**config.mk**
```make
export PLATFORM = sky130hd
export DESIGN_NAME = round_robin_upstream_grant_core
export DESIGN_NICKNAME = d
export VERILOG_FILES = /design/src/hw/rtl/rrug_pkg.sv /design/src/hw/rtl/rrug_ram.sv /design/src/hw/rtl/rrug_front.sv /design/src/hw/rtl/rrug_back.sv /design/src/hw/rtl/round_robin_upstream_grant_core.sv
export SDC_FILE = /design/constraint.sdc
export NUM_CORES = 1
export LEC_CHECK = 0
export ABC_AREA = 1
export BUFFER_PORTS_ARGS = -buffer_cell sky130_fd_sc_hd__buf_4
export CAP_MARGIN = 20
export CORE_MARGIN = 5
export CORE_UTILIZATION = 56
export CTS_CLUSTER_SIZE = 16
export DETAILED_ROUTE_END_ITERATION = 8
export MAX_ROUTING_LAYER = met4
export PLACE_DENSITY = 0.76
export SYNTH_ARGS = -nofsm -noshare
export SYNTH_HDL_FRONTEND = slang
export SYNTH_SLANG_ARGS = --single-unit
```
**constraint.sdc**
```tcl
create_clock -name aclk -period 3.2 [get_ports aclk]
set_input_delay 0.64 -clock aclk [delete_from_list [all_inputs] [get_ports aclk]]
set_output_delay 0.64 -clock aclk [all_outputs]
set_load 0.005 [all_outputs]
```
**src/hw/rtl/rrug_pkg.sv**
```systemverilog
// rrug_pkg: shared types and constants of the round-robin upstream grant core
// used by rrug_front, rrug_back and the top level; depends on nothing
package rrug_pkg;

    // fixed field widths
    localparam int IDX_W     = 4;
    localparam int WORDS_W   = 16;
    localparam int BYTES_W   = 18;
    localparam int CNT_W     = 5;
    localparam int CFG_IDX_W = 1;

    // opcodes
    localparam logic OP_UPDATE = 1'b0;
    localparam logic OP_SELECT = 1'b1;

    // configuration register indexes
    localparam logic [CFG_IDX_W-1:0] REG_MAX_SERVICE = 1'd0;
    localparam logic [CFG_IDX_W-1:0] REG_CONN_COUNT  = 1'd1;

    // register reset values
    localparam logic [BYTES_W-1:0] MAX_SERVICE_RESET = 18'd4096;

    // depth of the command queue between front and back
    localparam int QUEUE_DEPTH = 2;

    // classified command handed from front to back
    typedef struct packed {
        logic               opcode;
        logic               wr_en;
        logic [IDX_W-1:0]   conn_index;
        logic [WORDS_W-1:0] queue_words;
        logic [WORDS_W-1:0] frag_words;
        logic               seg_running;
    } cmd_t;

    // one status table entry
    typedef struct packed {
        logic               seg_running;
        logic [WORDS_W-1:0] frag_words;
        logic [WORDS_W-1:0] queue_words;
    } entry_t;

    // one result transaction
    typedef struct packed {
        logic               granted;
        logic [IDX_W-1:0]   grant_index;
        logic [BYTES_W-1:0] grant_bytes;
    } res_t;

    // back-end sequencer states
    typedef enum logic [1:0] {
        S_IDLE,
        S_LAST,
        S_SCAN
    } back_state_t;

endpackage

```
**src/hw/rtl/rrug_ram.sv**
```systemverilog
// rrug_ram: generic single-write, single-read RAM with registered read data
// standalone; no package needed
module rrug_ram #(
    parameter int WIDTH = 33,
    parameter int DEPTH = 16
) (
    input  logic                     aclk,
    input  logic                     we,
    input  logic [$clog2(DEPTH)-1:0] waddr,
    input  logic [WIDTH-1:0]         wdata,
    input  logic [$clog2(DEPTH)-1:0] raddr,
    output logic [WIDTH-1:0]         rdata
);

    logic [WIDTH-1:0] mem_reg [DEPTH];
    logic [WIDTH-1:0] rdata_reg;

    // write port and registered read port
    always_ff @(posedge aclk) begin
        if (we) begin
            mem_reg[waddr] <= wdata;
        end
        rdata_reg <= mem_reg[raddr];
    end

    assign rdata = rdata_reg;

endmodule

```
**src/hw/rtl/rrug_front.sv**
```systemverilog
// rrug_front: accepts input transactions, classifies them and queues them
// depends on rrug_pkg
module rrug_front #(
    parameter int MAX_CONNS = 16
) (
    input  logic                          aclk,
    input  logic                          aresetn,
    input  logic                          s_valid,
    output logic                          s_ready,
    input  logic                          s_opcode,
    input  logic [rrug_pkg::IDX_W-1:0]    s_conn_index,
    input  logic [rrug_pkg::WORDS_W-1:0]  s_queue_words,
    input  logic [rrug_pkg::WORDS_W-1:0]  s_frag_words,
    input  logic                          s_seg_running,
    output logic                          q_valid,
    output rrug_pkg::cmd_t                q_cmd,
    input  logic                          q_pop
);
    import rrug_pkg::*;

    localparam int QW = (QUEUE_DEPTH > 1) ? $clog2(QUEUE_DEPTH) : 1;
    localparam int QC = $clog2(QUEUE_DEPTH + 1);

    cmd_t          q_mem_reg [QUEUE_DEPTH];
    logic [QW-1:0] wr_ptr_reg, wr_ptr_next;
    logic [QW-1:0] rd_ptr_reg, rd_ptr_next;
    logic [QC-1:0] count_reg, count_next;
    cmd_t          cmd_in;
    logic          push;

    // classify: updates outside the table are acknowledged but not written
    always_comb begin
        cmd_in.opcode      = s_opcode;
        cmd_in.wr_en       = (s_opcode == OP_UPDATE) && (32'(s_conn_index) < MAX_CONNS);
        cmd_in.conn_index  = s_conn_index;
        cmd_in.queue_words = s_queue_words;
        cmd_in.frag_words  = s_frag_words;
        cmd_in.seg_running = s_seg_running;
    end

    assign s_ready = (count_reg < QC'(QUEUE_DEPTH));
    assign push    = s_valid && s_ready;
    assign q_valid = (count_reg != '0);
    assign q_cmd   = q_mem_reg[rd_ptr_reg];

    // pointer and fill count
    always_comb begin
        wr_ptr_next = wr_ptr_reg;
        rd_ptr_next = rd_ptr_reg;
        count_next  = count_reg;
        if (push) begin
            wr_ptr_next = (32'(wr_ptr_reg) == QUEUE_DEPTH - 1) ? '0 : wr_ptr_reg + 1'b1;
        end
        if (q_pop) begin
            rd_ptr_next = (32'(rd_ptr_reg) == QUEUE_DEPTH - 1) ? '0 : rd_ptr_reg + 1'b1;
        end
        if (push && !q_pop) begin
            count_next = count_reg + 1'b1;
        end else if (q_pop && !push) begin
            count_next = count_reg - 1'b1;
        end
    end

    always_ff @(posedge aclk) begin
        if (!aresetn) begin
            wr_ptr_reg <= '0;
            rd_ptr_reg <= '0;
            count_reg  <= '0;
        end else begin
            wr_ptr_reg <= wr_ptr_next;
            rd_ptr_reg <= rd_ptr_next;
            count_reg  <= count_next;
        end
    end

    // queue storage
    always_ff @(posedge aclk) begin
        if (push) begin
            q_mem_reg[wr_ptr_reg] <= cmd_in;
        end
    end

    // checks
    a_count_bound: assert property (@(posedge aclk) disable iff (!aresetn)
        count_reg <= QC'(QUEUE_DEPTH))
        else $error("command queue overfilled");

    a_push_grows: assert property (@(posedge aclk) disable iff (!aresetn)
        push && !q_pop |=> count_reg == $past(count_reg) + 1'b1)
        else $error("queue count lost a pushed transaction");

    a_pop_shrinks: assert property (@(posedge aclk) disable iff (!aresetn)
        q_pop && !push |=> count_reg == $past(count_reg) - 1'b1)
        else $error("queue count kept a popped transaction");

endmodule

```
**src/hw/rtl/rrug_back.sv**
```systemverilog
// rrug_back: executes queued commands against the status table, runs the
// round-robin scan and holds the result register; depends on rrug_pkg, rrug_ram
module rrug_back #(
    parameter int MAX_CONNS = 16
) (
    input  logic                                  aclk,
    input  logic                                  aresetn,
    input  logic                                  q_valid,
    input  rrug_pkg::cmd_t                        q_cmd,
    output logic                                  q_pop,
    input  logic [rrug_pkg::BYTES_W-1:0]          max_service,
    input  logic [$clog2(MAX_CONNS + 1)-1:0]      conn_eff,
    output logic                                  m_valid,
    input  logic                                  m_ready,
    output rrug_pkg::res_t                        m_res
);
    import rrug_pkg::*;

    localparam int IW = $clog2(MAX_CONNS);
    localparam int CW = $clog2(MAX_CONNS + 1);

    back_state_t          state_reg, state_next;
    logic [IW-1:0]        last_served_reg;
    logic [IW-1:0]        scan_ptr_reg;
    logic [IW-1:0]        chk_ptr_reg;
    logic                 chk_vld_reg;
    logic [CW-1:0]        issue_left_reg;
    logic [MAX_CONNS-1:0] vld_reg;
    logic                 rd_vld_reg;
    logic                 m_valid_reg;
    res_t                 res_reg;

    logic                 out_free;
    logic                 ram_we;
    logic [IW-1:0]        ram_waddr;
    logic [IW-1:0]        ram_raddr;
    entry_t               ram_wdata;
    entry_t               ram_rdata;
    entry_t               ent;
    logic [CW-1:0]        ls_ext, ls_inc, sp_inc;
    logic [IW-1:0]        start_ptr, sp_wrap;
    logic                 ls_in_range;
    logic                 seg_hit;
    logic                 scan_hit;
    logic                 scan_done;
    logic [BYTES_W-1:0]   q_bytes;
    logic [BYTES_W-1:0]   q_bytes_capped;

    // status table storage
    rrug_ram #(
        .WIDTH ($bits(entry_t)),
        .DEPTH (MAX_CONNS)
    ) u_table (
        .aclk  (aclk),
        .we    (ram_we),
        .waddr (ram_waddr),
        .wdata (ram_wdata),
        .raddr (ram_raddr),
        .rdata (ram_rdata)
    );

    // entries never written read as zero
    assign ent = rd_vld_reg ? ram_rdata : '0;

    // pointer arithmetic
    always_comb begin
        ls_ext      = CW'(last_served_reg);
        ls_in_range = (ls_ext < conn_eff);
        ls_inc      = ls_ext + 1'b1;
        start_ptr   = (ls_inc >= conn_eff) ? '0 : IW'(ls_inc);
        sp_inc      = CW'(scan_ptr_reg) + 1'b1;
        sp_wrap     = (sp_inc >= conn_eff) ? '0 : IW'(sp_inc);
    end

    // grant sizing and hit detection
    always_comb begin
        q_bytes        = {ent.queue_words, 2'b00};
        q_bytes_capped = (q_bytes > max_service) ? max_service : q_bytes;
        seg_hit        = ls_in_range && ent.seg_running;
        scan_hit       = chk_vld_reg && (ent.queue_words != '0);
        scan_done      = chk_vld_reg && (issue_left_reg == '0);
    end

    // next state
    always_comb begin
        state_next = state_reg;
        case (state_reg)
            S_IDLE: begin
                if (q_pop && (q_cmd.opcode == OP_SELECT)) begin
                    state_next = S_LAST;
                end
            end
            S_LAST: begin
                state_next = seg_hit ? S_IDLE : S_SCAN;
            end
            S_SCAN: begin
                if (scan_hit || scan_done) begin
                    state_next = S_IDLE;
                end
            end
            default: state_next = S_IDLE;
        endcase
    end

    // outputs of the sequencer
    always_comb begin
        out_free  = !m_valid_reg || m_ready;
        q_pop     = 1'b0;
        ram_raddr = last_served_reg;
        case (state_reg)
            S_IDLE:  q_pop = q_valid && out_free;
            S_SCAN:  ram_raddr = scan_ptr_reg;
            default: ram_raddr = last_served_reg;
        endcase
        ram_we                = q_pop && (q_cmd.opcode == OP_UPDATE) && q_cmd.wr_en;
        ram_waddr             = IW'(q_cmd.conn_index);
        ram_wdata.seg_running = q_cmd.seg_running;
        ram_wdata.frag_words  = q_cmd.frag_words;
        ram_wdata.queue_words = q_cmd.queue_words;
    end

    always_ff @(posedge aclk) begin
        if (!aresetn) begin
            state_reg <= S_IDLE;
        end else begin
            state_reg <= state_next;
        end
    end

    // valid bit read alongside the table
    always_ff @(posedge aclk) begin
        rd_vld_reg <= vld_reg[ram_raddr];
    end

    // scan control, pointer, valid bits and result register
    always_ff @(posedge aclk) begin
        if (!aresetn) begin
            last_served_reg <= '0;
            scan_ptr_reg    <= '0;
            chk_ptr_reg     <= '0;
            chk_vld_reg     <= 1'b0;
            issue_left_reg  <= '0;
            vld_reg         <= '0;
            m_valid_reg     <= 1'b0;
            res_reg         <= '0;
        end else begin
            // a taken result leaves unless an update ack replaces it
            if (m_valid_reg && m_ready && !(q_pop && (q_cmd.opcode == OP_UPDATE))) begin
                m_valid_reg <= 1'b0;
            end
            if (ram_we) begin
                vld_reg[ram_waddr] <= 1'b1;
            end
            case (state_reg)
                S_IDLE: begin
                    // update transactions are acknowledged right away
                    if (q_pop && (q_cmd.opcode == OP_UPDATE)) begin
                        m_valid_reg <= 1'b1;
                        res_reg     <= '0;
                    end
                end
                S_LAST: begin
                    if (seg_hit) begin
                        m_valid_reg         <= 1'b1;
                        res_reg.granted     <= 1'b1;
                        res_reg.grant_index <= IDX_W'(last_served_reg);
                        res_reg.grant_bytes <= {ent.frag_words, 2'b00};
                    end else begin
                        last_served_reg <= start_ptr;
                        scan_ptr_reg    <= start_ptr;
                        issue_left_reg  <= conn_eff;
                        chk_vld_reg     <= 1'b0;
                    end
                end
                S_SCAN: begin
                    if (scan_hit) begin
                        m_valid_reg         <= 1'b1;
                        res_reg.granted     <= 1'b1;
                        res_reg.grant_index <= IDX_W'(chk_ptr_reg);
                        res_reg.grant_bytes <= q_bytes_capped;
                        last_served_reg     <= chk_ptr_reg;
                        chk_vld_reg         <= 1'b0;
                    end else if (scan_done) begin
                        m_valid_reg <= 1'b1;
                        res_reg     <= '0;
                        chk_vld_reg <= 1'b0;
                    end else if (issue_left_reg != '0) begin
                        // read one entry a cycle, check it the cycle after
                        chk_ptr_reg    <= scan_ptr_reg;
                        scan_ptr_reg   <= sp_wrap;
                        issue_left_reg <= issue_left_reg - 1'b1;
                        chk_vld_reg    <= 1'b1;
                    end else begin
                        chk_vld_reg <= 1'b0;
                    end
                end
                default: chk_vld_reg <= 1'b0;
            endcase
        end
    end

    assign m_valid = m_valid_reg;
    assign m_res   = res_reg;

    // checks
    a_update_ack: assert property (@(posedge aclk) disable iff (!aresetn)
        q_pop && (q_cmd.opcode == OP_UPDATE) |=> m_valid_reg && !res_reg.granted)
        else $error("update transaction not acknowledged");

    a_out_empty_busy: assert property (@(posedge aclk) disable iff (!aresetn)
        (state_reg != S_IDLE) |-> !m_valid_reg)
        else $error("result register occupied while a select is in flight");

    a_no_grant_zero: assert property (@(posedge aclk) disable iff (!aresetn)
        m_valid_reg && !res_reg.granted |->
            (res_reg.grant_index == '0) && (res_reg.grant_bytes == '0))
        else $error("no-grant result carries index or bytes");

    a_ptr_moves: assert property (@(posedge aclk) disable iff (!aresetn)
        (last_served_reg != $past(last_served_reg)) |->
            ($past(state_reg) == S_LAST) || ($past(state_reg) == S_SCAN))
        else $error("last-served pointer moved outside a select");

endmodule

```
**src/hw/rtl/round_robin_upstream_grant_core.sv**
```systemverilog
// round_robin_upstream_grant_core: top level, configuration registers and the
// front / command queue / back split; depends on rrug_pkg, rrug_front, rrug_back
//
//   channel  direction  handshake            payload
//   s_       in         s_valid / s_ready    opcode, conn_index, queue/frag words, seg flag
//   m_       out        m_valid / m_ready    granted, grant_index, grant_bytes
//   cfg_     in         cfg_valid/cfg_ready  cfg_index, cfg_data
//
// an update transaction passes through the command queue to the result register
// a select first reads the last-served connection and grants it if it is segmenting, else
// it scans onward from the next connection, a distance of 0..conn_count-1; the table RAM
// read port, one entry per cycle, sets the scan length
// reset clears the table through per-entry valid bits, no clearing pass
// the queue takes transactions while the back end scans or its result waits
module round_robin_upstream_grant_core #(
    parameter int MAX_CONNS = 16
) (
    input  logic                              aclk,
    input  logic                              aresetn,
    input  logic                              s_valid,
    output logic                              s_ready,
    input  logic                              s_opcode,
    input  logic [rrug_pkg::IDX_W-1:0]        s_conn_index,
    input  logic [rrug_pkg::WORDS_W-1:0]      s_queue_words,
    input  logic [rrug_pkg::WORDS_W-1:0]      s_frag_words,
    input  logic                              s_seg_running,
    output logic                              m_valid,
    input  logic                              m_ready,
    output logic                              m_granted,
    output logic [rrug_pkg::IDX_W-1:0]        m_grant_index,
    output logic [rrug_pkg::BYTES_W-1:0]      m_grant_bytes,
    input  logic                              cfg_valid,
    output logic                              cfg_ready,
    input  logic [rrug_pkg::CFG_IDX_W-1:0]    cfg_index,
    input  logic [rrug_pkg::BYTES_W-1:0]      cfg_data
);
    import rrug_pkg::*;

    localparam int CW = $clog2(MAX_CONNS + 1);

    logic [BYTES_W-1:0] max_service_reg;
    logic [CW-1:0]      conn_eff_reg;
    logic [CNT_W-1:0]   cfg_count;
    logic [CW-1:0]      cfg_count_eff;
    logic               q_valid;
    logic               q_pop;
    cmd_t               q_cmd;
    res_t               m_res;

    // connection count from the low CNT_W bits of cfg_data: zero reads as one, values above MAX_CONNS saturate
    always_comb begin
        cfg_count = cfg_data[CNT_W-1:0];
        if (cfg_count == '0) begin
            cfg_count_eff = CW'(1);
        end else if (32'(cfg_count) > MAX_CONNS) begin
            cfg_count_eff = CW'(MAX_CONNS);
        end else begin
            cfg_count_eff = CW'(cfg_count);
        end
    end

    assign cfg_ready = 1'b1;

    // configuration registers
    always_ff @(posedge aclk) begin
        if (!aresetn) begin
            max_service_reg <= MAX_SERVICE_RESET;
            conn_eff_reg    <= CW'(1);
        end else if (cfg_valid && cfg_ready) begin
            case (cfg_index)
                REG_MAX_SERVICE: max_service_reg <= cfg_data;
                REG_CONN_COUNT:  conn_eff_reg    <= cfg_count_eff;
                default: ;
            endcase
        end
    end

    rrug_front #(
        .MAX_CONNS (MAX_CONNS)
    ) u_front (
        .aclk          (aclk),
        .aresetn       (aresetn),
        .s_valid       (s_valid),
        .s_ready       (s_ready),
        .s_opcode      (s_opcode),
        .s_conn_index  (s_conn_index),
        .s_queue_words (s_queue_words),
        .s_frag_words  (s_frag_words),
        .s_seg_running (s_seg_running),
        .q_valid       (q_valid),
        .q_cmd         (q_cmd),
        .q_pop         (q_pop)
    );

    rrug_back #(
        .MAX_CONNS (MAX_CONNS)
    ) u_back (
        .aclk        (aclk),
        .aresetn     (aresetn),
        .q_valid     (q_valid),
        .q_cmd       (q_cmd),
        .q_pop       (q_pop),
        .max_service (max_service_reg),
        .conn_eff    (conn_eff_reg),
        .m_valid     (m_valid),
        .m_ready     (m_ready),
        .m_res       (m_res)
    );

    assign m_granted     = m_res.granted;
    assign m_grant_index = m_res.grant_index;
    assign m_grant_bytes = m_res.grant_bytes;

endmodule
```
# Yosys cells after proc, flatten, opt, wreduce, memory -nomap -nowiden
# Memories as Yosys holds them, arrays and structs flattened. A register that Yosys moved wholly into a read port is not among the register bits.
# Cells that the tools add are included.
# word_totals
ff_bits	88
ram_bits	606
in_bits	62
output_inout_bits	26
n_memories	2
# memory_table
memory	words	word_bits	rd	rd_clocked_by_memory_dff	write_ports	line	rtl
u_back.u_table.mem_reg	16	33	1	1	1	rrug_ram.sv:15	logic [WIDTH-1:0] mem_reg [DEPTH];
u_front.q_mem_reg	2	39	1	1	1	rrug_front.sv:24	cmd_t q_mem_reg [QUEUE_DEPTH];
# classes
addsub	7
order_cmp	9
eq_ne	12
mux	54
bitwise	7
n_reduce_logical	36
# op_table
operator	count
$mux 23	4
$pmux 23 s3	1
$mux 33	1
$mux 4	8
$mux 5	6
$mux 1	20
$gt 18x18->1	1
$mux 18	1
$or 16x16->16	1
$pmux 4 s2	2
$reduce_bool 16->1	1
$logic_and 1x1->1	13
$ne 2x1->1 const B	6
$add 4x1->5 const B	2
$ge 5x5->1	2
$logic_not 5->1	2
$lt 4x5->1 const B	2
$mux 2	5
$pmux 5 s2	1
$reduce_and 2->1	4
$reduce_and 4->1	2
$ne 2x2->1 const B	3
$not 1->1	6
$pmux 1 s3	2
other kinds (22)	29

# Longest topological paths before layout
# Gate-level depths: netlist (run 1).
# logic_depth
ltp_word	11
depth_mapped	20
mapped_depth_nobuf	17

# Modules after synthesis
# From an unflattened synthesis (run 1), not the netlist that was laid out.
# hier_totals
hier_cells	3089
area_unflattened_um2	31426.4
# by_module_without_submodules
module	n_inst	cells_per_inst	area_per_inst_um2
rrug_ram	1	2185	23241.0
rrug_back	1	639	4241.6
rrug_front	1	156	3090.5
round_robin_upstream_grant_core	1	109	853.3

# Worst setup path before layout (run 1)
# OpenSTA, ideal clock, no wires.
# synth_timing
path_type	register -> register
startpoint	reg u_back.state_reg[0]
endpoint	mem u_back.u_table.mem_reg[1][0], enable pin
t_arrival_ns	2.743
t_required_ns	2.775
slack_ns	0.032
stages_incl_launch_ff	9
period_less_slack_ns	3.168
cell_sequence	dfxtp_1 -> inv_1 -> ha_1 -> inv_1 -> nor3_4 -> nand3_1 -> inv_1 -> nand3_1 -> nor2_1
# synth_via
elab_chain_cells	6
# synth_rtl
element	line	rtl
from (decl)	rrug_back.sv:22	back_state_t state_reg, state_next;
from (signal assigned)	rrug_back.sv:126	state_reg <= state_next;
$logic_not 2->1	rrug_back.sv:110	case (state_reg)
$mux 1	rrug_back.sv:110	
$logic_and 1x1->1 (2 in a row)	rrug_back.sv:115	ram_we = q_pop && (q_cmd.opcode == OP_UPDATE) && q_cmd.wr_en;
$mux 1	rrug_ram.sv:20	if (we) begin
$mux 1 (not written as such)	rrug_ram.sv:21	mem_reg[waddr] <= wdata;
to (decl)	rrug_ram.sv:15	
# Every way passes these cells.

# Worst setup path in the final report (run 1)
# layout_timing
startpoint	reg u_back.state_reg[1]
endpoint	mem u_back.u_table.mem_reg[10][8], enable pin
# The elaborated chain is that of the path after synthesis.

==> impl_metrics.yaml, run 1 <==
pwr:
  p_sw_mw: 12.0
  p_clk_share_pct: 26.7
  powerDensity_nw_per_um2: 954
  intPower_mw: 20.1
  p_leak_nw: 11.8
  p_seq_share_pct: 37.5
  peakVddDrop_mv: 0.711
  power_frac_comb_pct: 35.8
  swShare_pct: 37.4
  power.total_mw: 32.1
worst_setup_path:
  endpoint_kind: "flop"
  slowest_delay_ps: 380
  required_ps: 3450
  worstPathMaxFanout: 21
  crit_chain: "inv_1 > ha_1 > inv_1 > nor3_4 > nand3_1 > inv_1 > nand3_1 > nor2_4 > buf_4"
  start_kind: "flop"
  cp.arrival_ps: 3150
  rr_worst_depth: 9
  ff2ff_setup_slack_ps: 300
  worstReg2RegEnd: "u_back.u_table.mem_reg[10][8]"
  path_buf_inv: 4
  crit_family: "simple AND/OR/NAND/NOR gates"
  crit_path_top_delay_cell: "buf_4"
  crit_type: "flop to flop"
  crit_top_cell: "inv_1"
  r2r-start: "u_back.state_reg[1]"
drt:
  final_antenna_net_count: 0
  vias: 19500
  via_per_inst: 5.92
  drt_first_pass_iters: 5
  drt_wl_total_mm: 69.7
  drt-wirelength-per-cell_microns: 21.2
  remaining_drc_errors: 0
  drt_iter0_markers: 2296
synth:
  synth_top_family_by_area: "simple AND/OR/NAND/NOR gates"
  synth_compound_area_share_pct: 11.5
  synth_xor_area_share_pct: 0.149
  synth_edf_count: 606
  mappedNetlistArea_sq_um: 29400
  synthMuxAreaShare_pct: 1.30
  synth.largest_area_cell: "edfxtp_1"
  yosys_warnings: 0
  async_flop_share_pct: 0
  synthTopCellsByArea: "edfxtp_1, dfxtp_1, nor2_1"
  syn_nets: 2563
  synth.ff_latch_count: 728
  synthCells: 2463
  yosysSeqAreaShare_pct: 70.2
  synth_flop_cell: "edfxtp_1"
  synth.distinct_cells: 47
  synth_area_per_cell_sq_um: 11.9
  synth-simple-area-share_pct: 11.6
  yosysTopAreaCellShare_pct: 61.9
  synth_fa_ha_area_share_pct: 1.62
clocking:
  cts_buffers: 73
  htreeDepth: 3
  clockRootBuffer: "clkbuf_16"
  clock_path_buffers: 3
  clk_latency_ps: 610
  cts_tree: "done"
  cts_hold_buf: 0
  ctsResizeCount: 0
  cts.sinks: 728
  postCtsSetupBuffers: 0
  cts.clk_slew.worst_paths_ps: 60
hold_path:
  worstHoldEndpoint: "u_front.q_mem_reg[0][3]"
  hold_depth: 1
  hp-start: "s_frag_words[2]"
  hold_path.class: "input port to flop"
layout:
  nFillCells: 3740
  multiInputGateArea_sq_um: 7850
  antenna_cells: 0
  mostFrequentLayoutCell: "edfxtp_1"
  drive_gt1_share_pct: 14.7
  seqCellArea_sq_um: 20600
  final_cell_mix: "edfxtp_1, nor2_1, o21ai_0, nand2_1, buf_4"
  final_nets: 2649
  final_core_util_pct: 64.3
  synthToLayoutAreaGrowth_pct: 14.3
  largest_reg_flops: 528
global_route:
  grt_pass1_vias: 19100
  grt_antenna_before_repair: 1
  track_usage_pct: 24.9
  grt-ovfl-total: 0
  grt_pass1_wl_mm: 108
  grt_max_degree: 92
timing:
  hold_viol: 0
  setup_viol: 0
  worst_slack_ps: 304
  grt_setup_unrepaired: "no"
  max-slew-margin-rel_pct: 44.5
  slew_viol_final: 0
  fin_skew_ps: 27.8
  min_period_over_period_pct: 90.5
  max_freq_ghz: 0.345
  worst_pin_slew_ps: 831
  fin_crit_ps: 2900
  fin_tns_setup_ps: 0
die:
  die_area_sq_um: 57200
  rows: 84
  core_sq_um: 52300
  start_util_pct: 56.2
  die_y_microns: 239
  die_w_microns: 239
  io_pins: 88
job:
  drv_cap: 0
placement:
  place_congestion: 0.881
  pre_cts_ws_ps: 371
  dpl.hpwl_mm: 41.8
  portBuffers: 86
status:
  status: "finished, final reports clean"
[worst reg2reg max path: cells and delay by family (launching register included)]
| family | cells | cell delay (ps) |
|---|---|---|
| flip-flops | 1 | 340 |
| adder cells (fa/ha/maj) | 1 | 260 |
| AND/OR/NAND/NOR | 4 | 1110 |
| buffers and inverters | 4 | 820 |
[per-stage QoR]
step	area (sq um)	hold WS (ps)	instances
detailed placement	31200	443	3162
floorplan	29400	425	2463
finish	33600	212	3297
CTS	33600	176	3297
global placement	31200	430	3162
global route	33600	186	3297
[worst max path at each step]
stage	startpoint	endpoint	depth (start not counted)
2_1_floorplan	u_back.state_reg[0]	u_back.u_table.mem_reg[1][0]	8
3_3_place_gp	u_back.state_reg[0]	u_back.u_table.mem_reg[0][28]	9
3_5_place_dp	u_back.state_reg[0]	u_back.u_table.mem_reg[0][13]	9
4_1_cts	u_back.state_reg[0]	u_back.u_table.mem_reg[0][19]	9
5_1_grt	u_back.state_reg[0]	u_back.u_table.mem_reg[3][12]	9
6_report	u_back.state_reg[1]	u_back.u_table.mem_reg[10][8]	9
[metal layers]
layer	vias up	GRT usage [%]	routed length [microns]
li1	8977	-	-
met1	9421	33.0	28000
met2	951	39.4	33800
met3	174	4.24	5910
met4	0	9.04	2050
met5	-	-	0
[synth_stat cells, types with 21 or more instances]
master	n
nand2_2	22
ha_1	38
o21ai_1	53
a21oi_2	21
nand2_1	199
nor2_1	502
a21oi_1	53
nand3_1	76
buf_2	49
edfxtp_1	606
o21ai_0	285
dfxtp_1	122
mux2_2	34
inv_1	104
clkbuf_1	71
o32ai_1	25
o211ai_1	109
[power by group through the flow]
stage          Combinational, mW  Sequential [mW]  Clock [mW]
2_1_floorplan               7.94             12.0           0
3_3_place_gp                10.9             12.2           0
3_5_place_dp                11.3             12.2           0
4_1_cts                     11.4             12.0        8.70
5_1_grt                     12.7             12.1        9.11
6_report                    11.5             12.0        8.58
[area by class of cell]
type	count	share of cell area, %
clock buffers	99	6.12
well taps	688	2.56
inverters	112	1.26
flip-flops and latches	728	61.4
multi-input cells	1481	23.3
clock inverters	36	1.12
repair buffers	153	4.23
[logic make-up (layout without fill, tap and decap cells)]
group,after synthesis,in the layout
buffers and inverters,254,400
other,1,1
AO/OA/AOI/OAI,571,571
multiplexers,34,34
flip-flops,728,728
XOR/XNOR,5,5
adder cells (fa/ha/maj),38,38
AND/OR/NAND/NOR,832,832
Power figures use the tool's default switching activity.
==> run 2, diff against run 1 <==
--- a/config.mk
+++ b/config.mk
@@ -14,6 +14,7 @@
 export DETAILED_ROUTE_END_ITERATION = 8
 export MAX_ROUTING_LAYER = met4
 export PLACE_DENSITY = 0.76
+export RECOVER_POWER = 50
 export SYNTH_ARGS = -nofsm -noshare
 export SYNTH_HDL_FRONTEND = slang
 export SYNTH_SLANG_ARGS = --single-unit
==> run 2 against run 1 <==
Final cell count unchanged; clock power about the same; largest cell class unchanged; sequential cell count unchanged; clock skew decreased by 0.68 ps; sequential power about the same; via count decreased by 0.41%; first-iteration DRC count unchanged; global-route usage unchanged; wire length increased by 0.15%; register-to-register slack about the same; final area decreased by 0.21%.
==> impl_metrics.yaml, run 2 (synthesis gave the netlist of run 1 again) <==
timing:
  min_period_over_period_pct: 90.5
  grt_setup_unrepaired: "no"
  whs_ps: 233
  setup_viol: 0
  slew_viol_final: 0
  hold_viol: 0
  fin_crit_ps: 2900
  fin_skew_ps: 27.2
  fin_tns_setup_ps: 0
  worst_pin_slew_ps: 1400
  max-slew-margin-rel_pct: 6.79
  max_freq_ghz: 0.345
layout:
  antenna_cells: 0
  final_core_util_pct: 64.1
  final_nets: 2649
  layoutNonFillerInstCount: 3297
  drive_gt1_share_pct: 12.8
  final_cell_mix: "edfxtp_1, nor2_1, o21ai_0, nand2_1, dfxtp_1"
  mostFrequentLayoutCell: "edfxtp_1"
  seqCellArea_sq_um: 20600
  nFillCells: 3757
  largest_reg_flops: 528
  synthToLayoutAreaGrowth_pct: 14.1
  multiInputGateArea_sq_um: 7850
clocking:
  clock_path_buffers: 3
  ctsResizeCount: 0
  htreeDepth: 3
  clockRootBuffer: "clkbuf_16"
  cts_buffers: 73
  cts.clk_slew.worst_paths_ps: 60
  cts_hold_buf: 0
  postCtsSetupBuffers: 0
  cts.sinks: 728
  clk_latency_ps: 610
  cts_tree: "done"
worst_setup_path:
  crit_chain: "inv_1 > ha_1 > inv_1 > nor3_4 > nand3_1 > inv_1 > nand3_1 > nor2_4 > buf_4"
  cp.arrival_ps: 3150
  crit_top_cell: "inv_1"
  worstPathMaxFanout: 21
  start_kind: "flop"
  crit_type: "flop to flop"
  endpoint_kind: "flop"
  crit_path_top_delay_cell: "buf_4"
  slowest_delay_ps: 380
  required_ps: 3450
drt:
  via_per_inst: 5.90
  drt-wirelength-per-cell_microns: 21.2
  drt_wl_total_mm: 69.8
  drt_first_pass_iters: 6
  vias: 19400
  final_antenna_net_count: 0
  remaining_drc_errors: 0
  drt_iter0_markers: 2296
job:
  drv_cap: 0
pwr:
  peakVddDrop_mv: 0.708
  p_leak_nw: 11.7
  powerDensity_nw_per_um2: 955
die:
  rows: 84
  core_sq_um: 52300
  die_area_sq_um: 57200
  start_util_pct: 56.2
  die_w_microns: 239
  io_pins: 88
  die_y_microns: 239
status:
  status: "finished, final reports clean"
placement:
  dpl.hpwl_mm: 41.8
  dp.cells: 3162
  place_congestion: 0.881
  portBuffers: 86
global_route:
  grt-ovfl-total: 0
  grt_max_degree: 92
  grt_pass1_wl_mm: 108
  track_usage_pct: 24.9
  grt_antenna_before_repair: 1
  grt_pass1_vias: 19100
hold_path:
  hold_path.class: "input port to flop"
## run 2: cell count changes in the layout (fill, tap and decap cells not counted), sizes merged
cell	previous run	this run
clkbuf	99	167
buf	153	85
## run 2: power by group
| group | switching (mW) | total [mW] | internal (mW) |
|---|---|---|---|
| registers | 0.409 | 12.1 | 11.6 |
| logic | 8.06 | 11.4 | 3.36 |
| clock network | 3.55 | 8.58 | 5.03 |
| total | 12.0 | 32.0 | 20.0 |
## run 2: metal layers
metal  wire length (microns)  track usage, %  vias to the layer above  part of all wire [%]
li1                        -               -                     8985                     -
met1                   28000            33.0                     9384                    40
met2                   33900            39.4                      912                    49
met3                    5930            4.24                      161                   8.5
met4                    2000            9.04                        0                   2.9
met5                       0               -                        -                     0
## run 2: layout make-up
class                           count  area share, %
Timing Repair Buffer              153           4.04
Tap cell                          688           2.56
Sequential cell                   728           61.5
Clock buffer                       99           6.13
Clock inverter                     36           1.12
Inverter                          112           1.27
Multi-Input combinational cell   1481           23.4
## run 2: path summary, 6_finish.rpt
path	from	to	slack, ps	cells after the start
max	u_back.state_reg[1]	u_back.u_table.mem_reg[10][6]	300	9
min	s_frag_words[2]	u_front.q_mem_reg[0][3]	230	1
max reg2reg	u_back.state_reg[1]	u_back.u_table.mem_reg[10][6]	300	9
min reg2reg	u_front.rd_ptr_reg	u_front.rd_ptr_reg	460	1
## run 2: worst max-delay path, delay by kind of cell, from the launching register on
kind / cells / cell delay (ps)
buffers and inverters: 4 / 810
adder cells (fa/ha/maj): 1 / 260
flip-flops: 1 / 340
AND/OR/NAND/NOR: 4 / 1110
## run 2: per-stage QoR
| step | area [sq um] | setup WS [ps] | power, mW |
|---|---|---|---|
| 6_report | 33600 | 303 | 32.0 |
| 5_1_grt | 33600 | 157 | 33.9 |
| 4_1_cts | 33600 | 305 | 32.1 |
| 3_5_place_dp | 31200 | 371 | 23.5 |
| 3_3_place_gp | 31200 | 422 | 23.1 |
| 2_1_floorplan | 29400 | 32.2 | 19.9 |
